[config.mk]
export PLATFORM = sky130hd
export DESIGN_NAME = kf_link
export DESIGN_NICKNAME = d
export VERILOG_FILES = /design/src/hdl/five_link_forward_kinematics_core_defines.svh /design/src/hdl/kf_pkg.sv /design/src/hdl/kf_link.sv
export SDC_FILE = /design/constraint.sdc
export NUM_CORES = 2
export LEC_CHECK = 0
export ABC_AREA = 1
export ABC_CLOCK_PERIOD_IN_PS = 12100
export BUFFER_PORTS_ARGS = -buffer_cell sky130_fd_sc_hd__buf_2
export CORE_ASPECT_RATIO = 1.75
export CORE_MARGIN = 8
export CORE_UTILIZATION = 57
export DETAILED_ROUTE_END_ITERATION = 7
export PLACE_DENSITY = 0.78
export REMOVE_ABC_BUFFERS = 1
export SLEW_MARGIN = 20
export SYNTH_ARGS = -nofsm -noshare
export SYNTH_HDL_FRONTEND = slang
export SYNTH_SLANG_ARGS = --single-unit
[constraint.sdc]
create_clock -name clk -period 12.1 [get_ports clk]
set_input_delay 2.42 -clock clk [delete_from_list [all_inputs] [get_ports clk]]
set_output_delay 2.42 -clock clk [all_outputs]
set_load 0.005 [all_outputs]
[src/hdl/five_link_forward_kinematics_core_defines.svh]
// ---------------------------------------------------------------------------
// five_link_forward_kinematics_core_defines
// assertion macros shared by the kinematics core
// ---------------------------------------------------------------------------
`ifndef FIVE_LINK_FORWARD_KINEMATICS_CORE_DEFINES_SVH
`define FIVE_LINK_FORWARD_KINEMATICS_CORE_DEFINES_SVH

// checked only outside reset
`define KF_ASSERT(label, prop, msg) \
  label: assert property (@(posedge clk) disable iff (rst) prop) \
    else $error(msg);

// checked in every cycle, reset included
`define KF_ASSERT_RST(label, prop, msg) \
  label: assert property (@(posedge clk) prop) \
    else $error(msg);

`endif

[src/hdl/kf_pkg.sv]
// ---------------------------------------------------------------------------
// kf_pkg
// types, constants and rounding helpers of the kinematics core
// ---------------------------------------------------------------------------
package kf_pkg;

  localparam int ANGLE_WIDTH_DEF = 16;
  localparam int COORD_WIDTH_DEF = 18;
  localparam int ACC_W = 34;

  localparam logic [37:0] TURN_SCALE  = 38'd174992710548;
  localparam logic [30:0] HALF_PI_Q30 = 31'd1686629713;
  localparam logic [30:0] ONE_Q30     = 31'd1073741824;

  // taylor divisors, sine chain then cosine chain
  localparam logic [6:0] STEP_DIV [2][4] = '{
    '{7'd72, 7'd42, 7'd20, 7'd6},
    '{7'd90, 7'd56, 7'd30, 7'd12}
  };
  localparam logic [29:0] STEP_MAG [2][4] = '{
    '{30'((64'd1 << 32) / 72), 30'((64'd1 << 32) / 42),
      30'((64'd1 << 32) / 20), 30'((64'd1 << 32) / 6)},
    '{30'((64'd1 << 32) / 90), 30'((64'd1 << 32) / 56),
      30'((64'd1 << 32) / 30), 30'((64'd1 << 32) / 12)}
  };

  localparam logic [15:0] UPPER_ARM_RST = 16'd8520;
  localparam logic [15:0] FOREARM_RST   = 16'd8258;
  localparam logic [15:0] TOOL_RST      = 16'd8126;
  localparam logic [14:0] TWIST_RST     = 15'd12345;
  localparam logic [14:0] OFFSET_RST    = 15'd11297;
  localparam logic [15:0] HEIGHT_RST    = 16'd10945;

  typedef enum logic [2:0] {
    REG_UPPER_ARM = 3'd0,
    REG_FOREARM   = 3'd1,
    REG_TOOL      = 3'd2,
    REG_TWIST     = 3'd3,
    REG_OFFSET    = 3'd4,
    REG_HEIGHT    = 3'd5
  } reg_idx_t;

  typedef logic signed [15:0] q14_t;
  typedef q14_t mat_t [3][3];
  typedef mat_t links_t [4];
  typedef logic signed [ACC_W-1:0] acc_t;
  typedef acc_t vec_t [3];

  localparam q14_t ONE_Q14 = 16'sd16384;

  // round half away from zero, drop 14 fraction bits
  function automatic acc_t rnd14(input acc_t v);
    acc_t mag;
    mag = v[ACC_W-1] ? -v : v;
    mag = (mag + acc_t'(8192)) >>> 14;
    return v[ACC_W-1] ? -mag : mag;
  endfunction

  function automatic q14_t sat14(input acc_t v);
    q14_t r;
    if (v > acc_t'(16384)) begin
      r = ONE_Q14;
    end else if (v < -acc_t'(16384)) begin
      r = -ONE_Q14;
    end else begin
      r = q14_t'(v);
    end
    return r;
  endfunction

endpackage

[src/hdl/kf_link.sv]
// ---------------------------------------------------------------------------
// kf_link
// builds the five dh link rotations from sines and cosines
// ---------------------------------------------------------------------------
module kf_link (
  input  logic           clk,
  input  logic           rst,
  input  logic           en,
  input  logic           in_valid,
  input  kf_pkg::q14_t   sn [6],
  input  kf_pkg::q14_t   cs [6],
  output logic           out_valid,
  output kf_pkg::mat_t   m1,
  output kf_pkg::links_t links
);

  function automatic kf_pkg::mat_t link_mat(input kf_pkg::q14_t st, input kf_pkg::q14_t ct,
                                            input kf_pkg::q14_t sa, input kf_pkg::q14_t ca);
    kf_pkg::mat_t l;
    l[0][0] = ct;
    l[0][1] = -st;
    l[0][2] = '0;
    l[1][0] = kf_pkg::q14_t'(kf_pkg::rnd14(kf_pkg::acc_t'(st) * kf_pkg::acc_t'(ca)));
    l[1][1] = kf_pkg::q14_t'(kf_pkg::rnd14(kf_pkg::acc_t'(ct) * kf_pkg::acc_t'(ca)));
    l[1][2] = -sa;
    l[2][0] = kf_pkg::q14_t'(kf_pkg::rnd14(kf_pkg::acc_t'(st) * kf_pkg::acc_t'(sa)));
    l[2][1] = kf_pkg::q14_t'(kf_pkg::rnd14(kf_pkg::acc_t'(ct) * kf_pkg::acc_t'(sa)));
    l[2][2] = ca;
    return l;
  endfunction

  always_ff @(posedge clk) begin
    if (rst) begin
      out_valid <= 1'b0;
    end else if (en) begin
      out_valid <= in_valid;
    end
  end

  // unit 4 holds the positive twist, unit 5 the negative one
  always_ff @(posedge clk) begin
    if (en) begin
      m1       <= link_mat(sn[0], cs[0], '0, kf_pkg::ONE_Q14);
      links[0] <= link_mat(sn[1], cs[1], sn[4], cs[4]);
      links[1] <= link_mat(sn[2], cs[2], '0, kf_pkg::ONE_Q14);
      links[2] <= link_mat(sn[3], cs[3], '0, kf_pkg::ONE_Q14);
      links[3] <= link_mat('0, kf_pkg::ONE_Q14, sn[5], cs[5]);
    end
  end

endmodule

==> results.sh <==
export IMPL_status="completed"
export IMPL_ys_seq_area_share_pct=16.21
export IMPL_cp_arrival_ns=11.02
export IMPL_area_growth_pct=6.470
export IMPL_grt_usage_pct=32.99
export IMPL_cts_buffers=40
export IMPL_core_sq_um=122100
export IMPL_syn_avg_cell_area_sq_um=7.574
export IMPL_tns_ns=0
export IMPL_grt_max_degree=143
export IMPL_cts_setup_buffers=0
export IMPL_synth_common_cells="nand2_1, inv_1, fa_1"
export IMPL_die_area_sq_um=134300
export IMPL_setup_violations_final=0
export IMPL_synth_area_leader_cell="fa_1"
export IMPL_routedWlPerCell_microns=19.65
export IMPL_final_util_pct=60.84
export IMPL_yosysMostFrequentCell="nand2_1"
export IMPL_drt_first_pass_iters=6
export IMPL_ys_seq_elements=377
export IMPL_cts_root_buf="clkbuf_16"
export IMPL_drive_gt1_share_pct=10.38
export IMPL_cts_tree="built"
export IMPL_async_flop_share_pct=0
export IMPL_clock_skew_ns=0
export IMPL_cts_hold_buf=0
export IMPL_grt_pass1_wl_microns=342600
export IMPL_hold_class="flip-flop to flip-flop"
export IMPL_dieWidth_microns=280.5
export IMPL_first_global_vias=64742
export IMPL_drt_iter0_drc=3393
export IMPL_ys_warn_count=0
export IMPL_yosysTopAreaCellShare_pct=30.07
export IMPL_slowest_delay_ns=0.62
export IMPL_place_hpwl_microns=183400
export IMPL_antenna_found_initial=40
export IMPL_final_seq_area_sq_um=11310
export IMPL_grt_overflow=0
export IMPL_layout_nets=11218
export IMPL_postRouteAntennaNets=0
export IMPL_rows=170
export IMPL_min_period_ns=10.60
export IMPL_drc=0
export IMPL_synth_edf_count=376
export IMPL_start_kind="primary input"
export IMPL_ys_types=58
export IMPL_endpoint_kind="flip-flop"
export IMPL_cts_buffer_depth=3
export IMPL_critPathRequiredTime_ns=12.52
export IMPL_htree_levels=2
export IMPL_fmax_mhz=94.30
export IMPL_netlist_top_cells_area="fa_1, edfxtp_1, nand2_1"
export IMPL_rsz0062_at_grt="no"
export IMPL_crit_path_max_fanout=31
export IMPL_fin_cells=11310
export IMPL_path_buf_inv=5
export IMPL_path_clk_slew_ns=0.08
export IMPL_fillers=11053
export IMPL_vias_per_cell=5.272
export IMPL_cts_resized=0
export IMPL_slew_headroom_pct=21.87
export IMPL_io_pin_count=917
export IMPL_fp_dieH_microns=478.8
export IMPL_fin_hold_ws_ns=0.5165
export IMPL_dp_cells=11212
export IMPL_crit_family="adder cells"
export IMPL_maxSlewViolCount=0
export IMPL_routed_via_count=59628
export IMPL_worstSkewPairLatency_ns=0.60
export IMPL_synth_top_flop_cell="edfxtp_1"
export IMPL_synthCells=9212
export IMPL_routed_wl_microns=222200
export IMPL_post_route_period_util_pct=87.64
export IMPL_multi_input_area_sq_um=47050
export IMPL_gp_congestion=1.009
export IMPL_hold_viol=0
export IMPL_netlist_area_sq_um=69770
export IMPL_critPathSlowestCell="fa_1"
export IMPL_cap_violations=0
export IMPL_start_util_pct=57.15
export IMPL_cts_num_sinks=377
export IMPL_port_buffer_count=580
export IMPL_tightest_slew_ns=1.172
export IMPL_worstSetupPathType="primary input to flip-flop"
[worst reg2reg max path, stage by stage, from the launching register on]
cell and delay, ns:
dfxtp_1 0.32, mux2i_1 0.12, nor2_1 0.05
[sequential cells by signal (all words and copies together), names as in the netlist]
name	count
links	314
out_valid	1
m1	62
[area by class of cell]
| cell class | count | share of cell area, % |
|---|---|---|
| multi-input combinational | 6152 | 63.33 |
| timing repair buffer | 647 | 4.615 |
| clock inverter | 25 | 0.4514 |
| inverter | 2402 | 12.14 |
| clock buffer | 46 | 1.391 |
| sequential | 377 | 15.23 |
| tap | 1634 | 2.752 |
| antenna | 27 | 0.09095 |
[path summary, 6_finish.rpt]
check / startpoint / end / depth (start not counted) / slack [ns]
max reg2reg: out_valid$_SDFFE_PP0P_ / out_valid$_SDFFE_PP0P_ / 2 / 11.51
min: out_valid$_SDFFE_PP0P_ / out_valid$_SDFFE_PP0P_ / 2 / 0.52
max: sn[79] / links[526]$_DFFE_PP_ / 34 / 1.50
min reg2reg: out_valid$_SDFFE_PP0P_ / out_valid$_SDFFE_PP0P_ / 2 / 0.52
[cell usage in the layout, fill, tap and decap left out, types with 6 or more instances in the layout]
cell type / count
nor4_1: 6
xor2_1: 159
o21ai_0: 141
diode_2: 27
conb_1: 336
inv_1: 2344
nand3b_1: 34
o21bai_1: 13
nand3_2: 25
nor2_1: 461
inv_2: 52
nand2_2: 81
nor3_1: 96
edfxtp_1: 376
buf_2: 579
buf_4: 66
bufinv_16: 6
xnor2_1: 74
ha_1: 354
nor2_4: 24
nand2_1: 2477
or2_2: 14
clkbuf_16: 40
nand4_1: 112
nand3_1: 365
clkinvlp_4: 6
a31oi_1: 19
fa_1: 1048
clkinv_1: 7
nor2_2: 59
a21oi_1: 166
a21oi_2: 15
nand2_4: 8
[metrics by stage]
step | area, sq um | setup WS [ns]
6_report | 74290 | 1.496
5_1_grt | 74260 | 1.016
4_1_cts | 74200 | 1.693
3_5_place_dp | 72830 | 0.9901
3_3_place_gp | 72830 | 1.081
2_1_floorplan | 67350 | 2.463
[routing by layer]
metal | vias up | wire (microns) | track usage [%]
met5 | - | 79 | 0
met4 | 12 | 23820 | 28.56
met3 | 1081 | 17000 | 6.359
met2 | 2824 | 115100 | 61.50
met1 | 28470 | 66150 | 29.89
li1 | 27241 | - | -
[cells by family (layout without fill, tap and decap cells)]
| family | Yosys count | in the layout | share of synthesized area, % |
|---|---|---|---|
| and+or+nand+nor | 3779 | 3779 | 22.99 |
| AOI/OAI and AO/OA | 394 | 394 | 3.149 |
| DFF | 377 | 377 | 16.21 |
| buffers and inverters | 3017 | 3120 | 18.19 |
| adders and majority gates | 1402 | 1402 | 36.42 |
| xor gates and xnor gates | 236 | 236 | 2.962 |
| muxes | 5 | 5 | 0.07173 |
| other | 2 | 363 | 0.01076 |
Power is not shown: default switching activity piles up to over one toggle a cycle in this logic, so the estimate is an artifact.
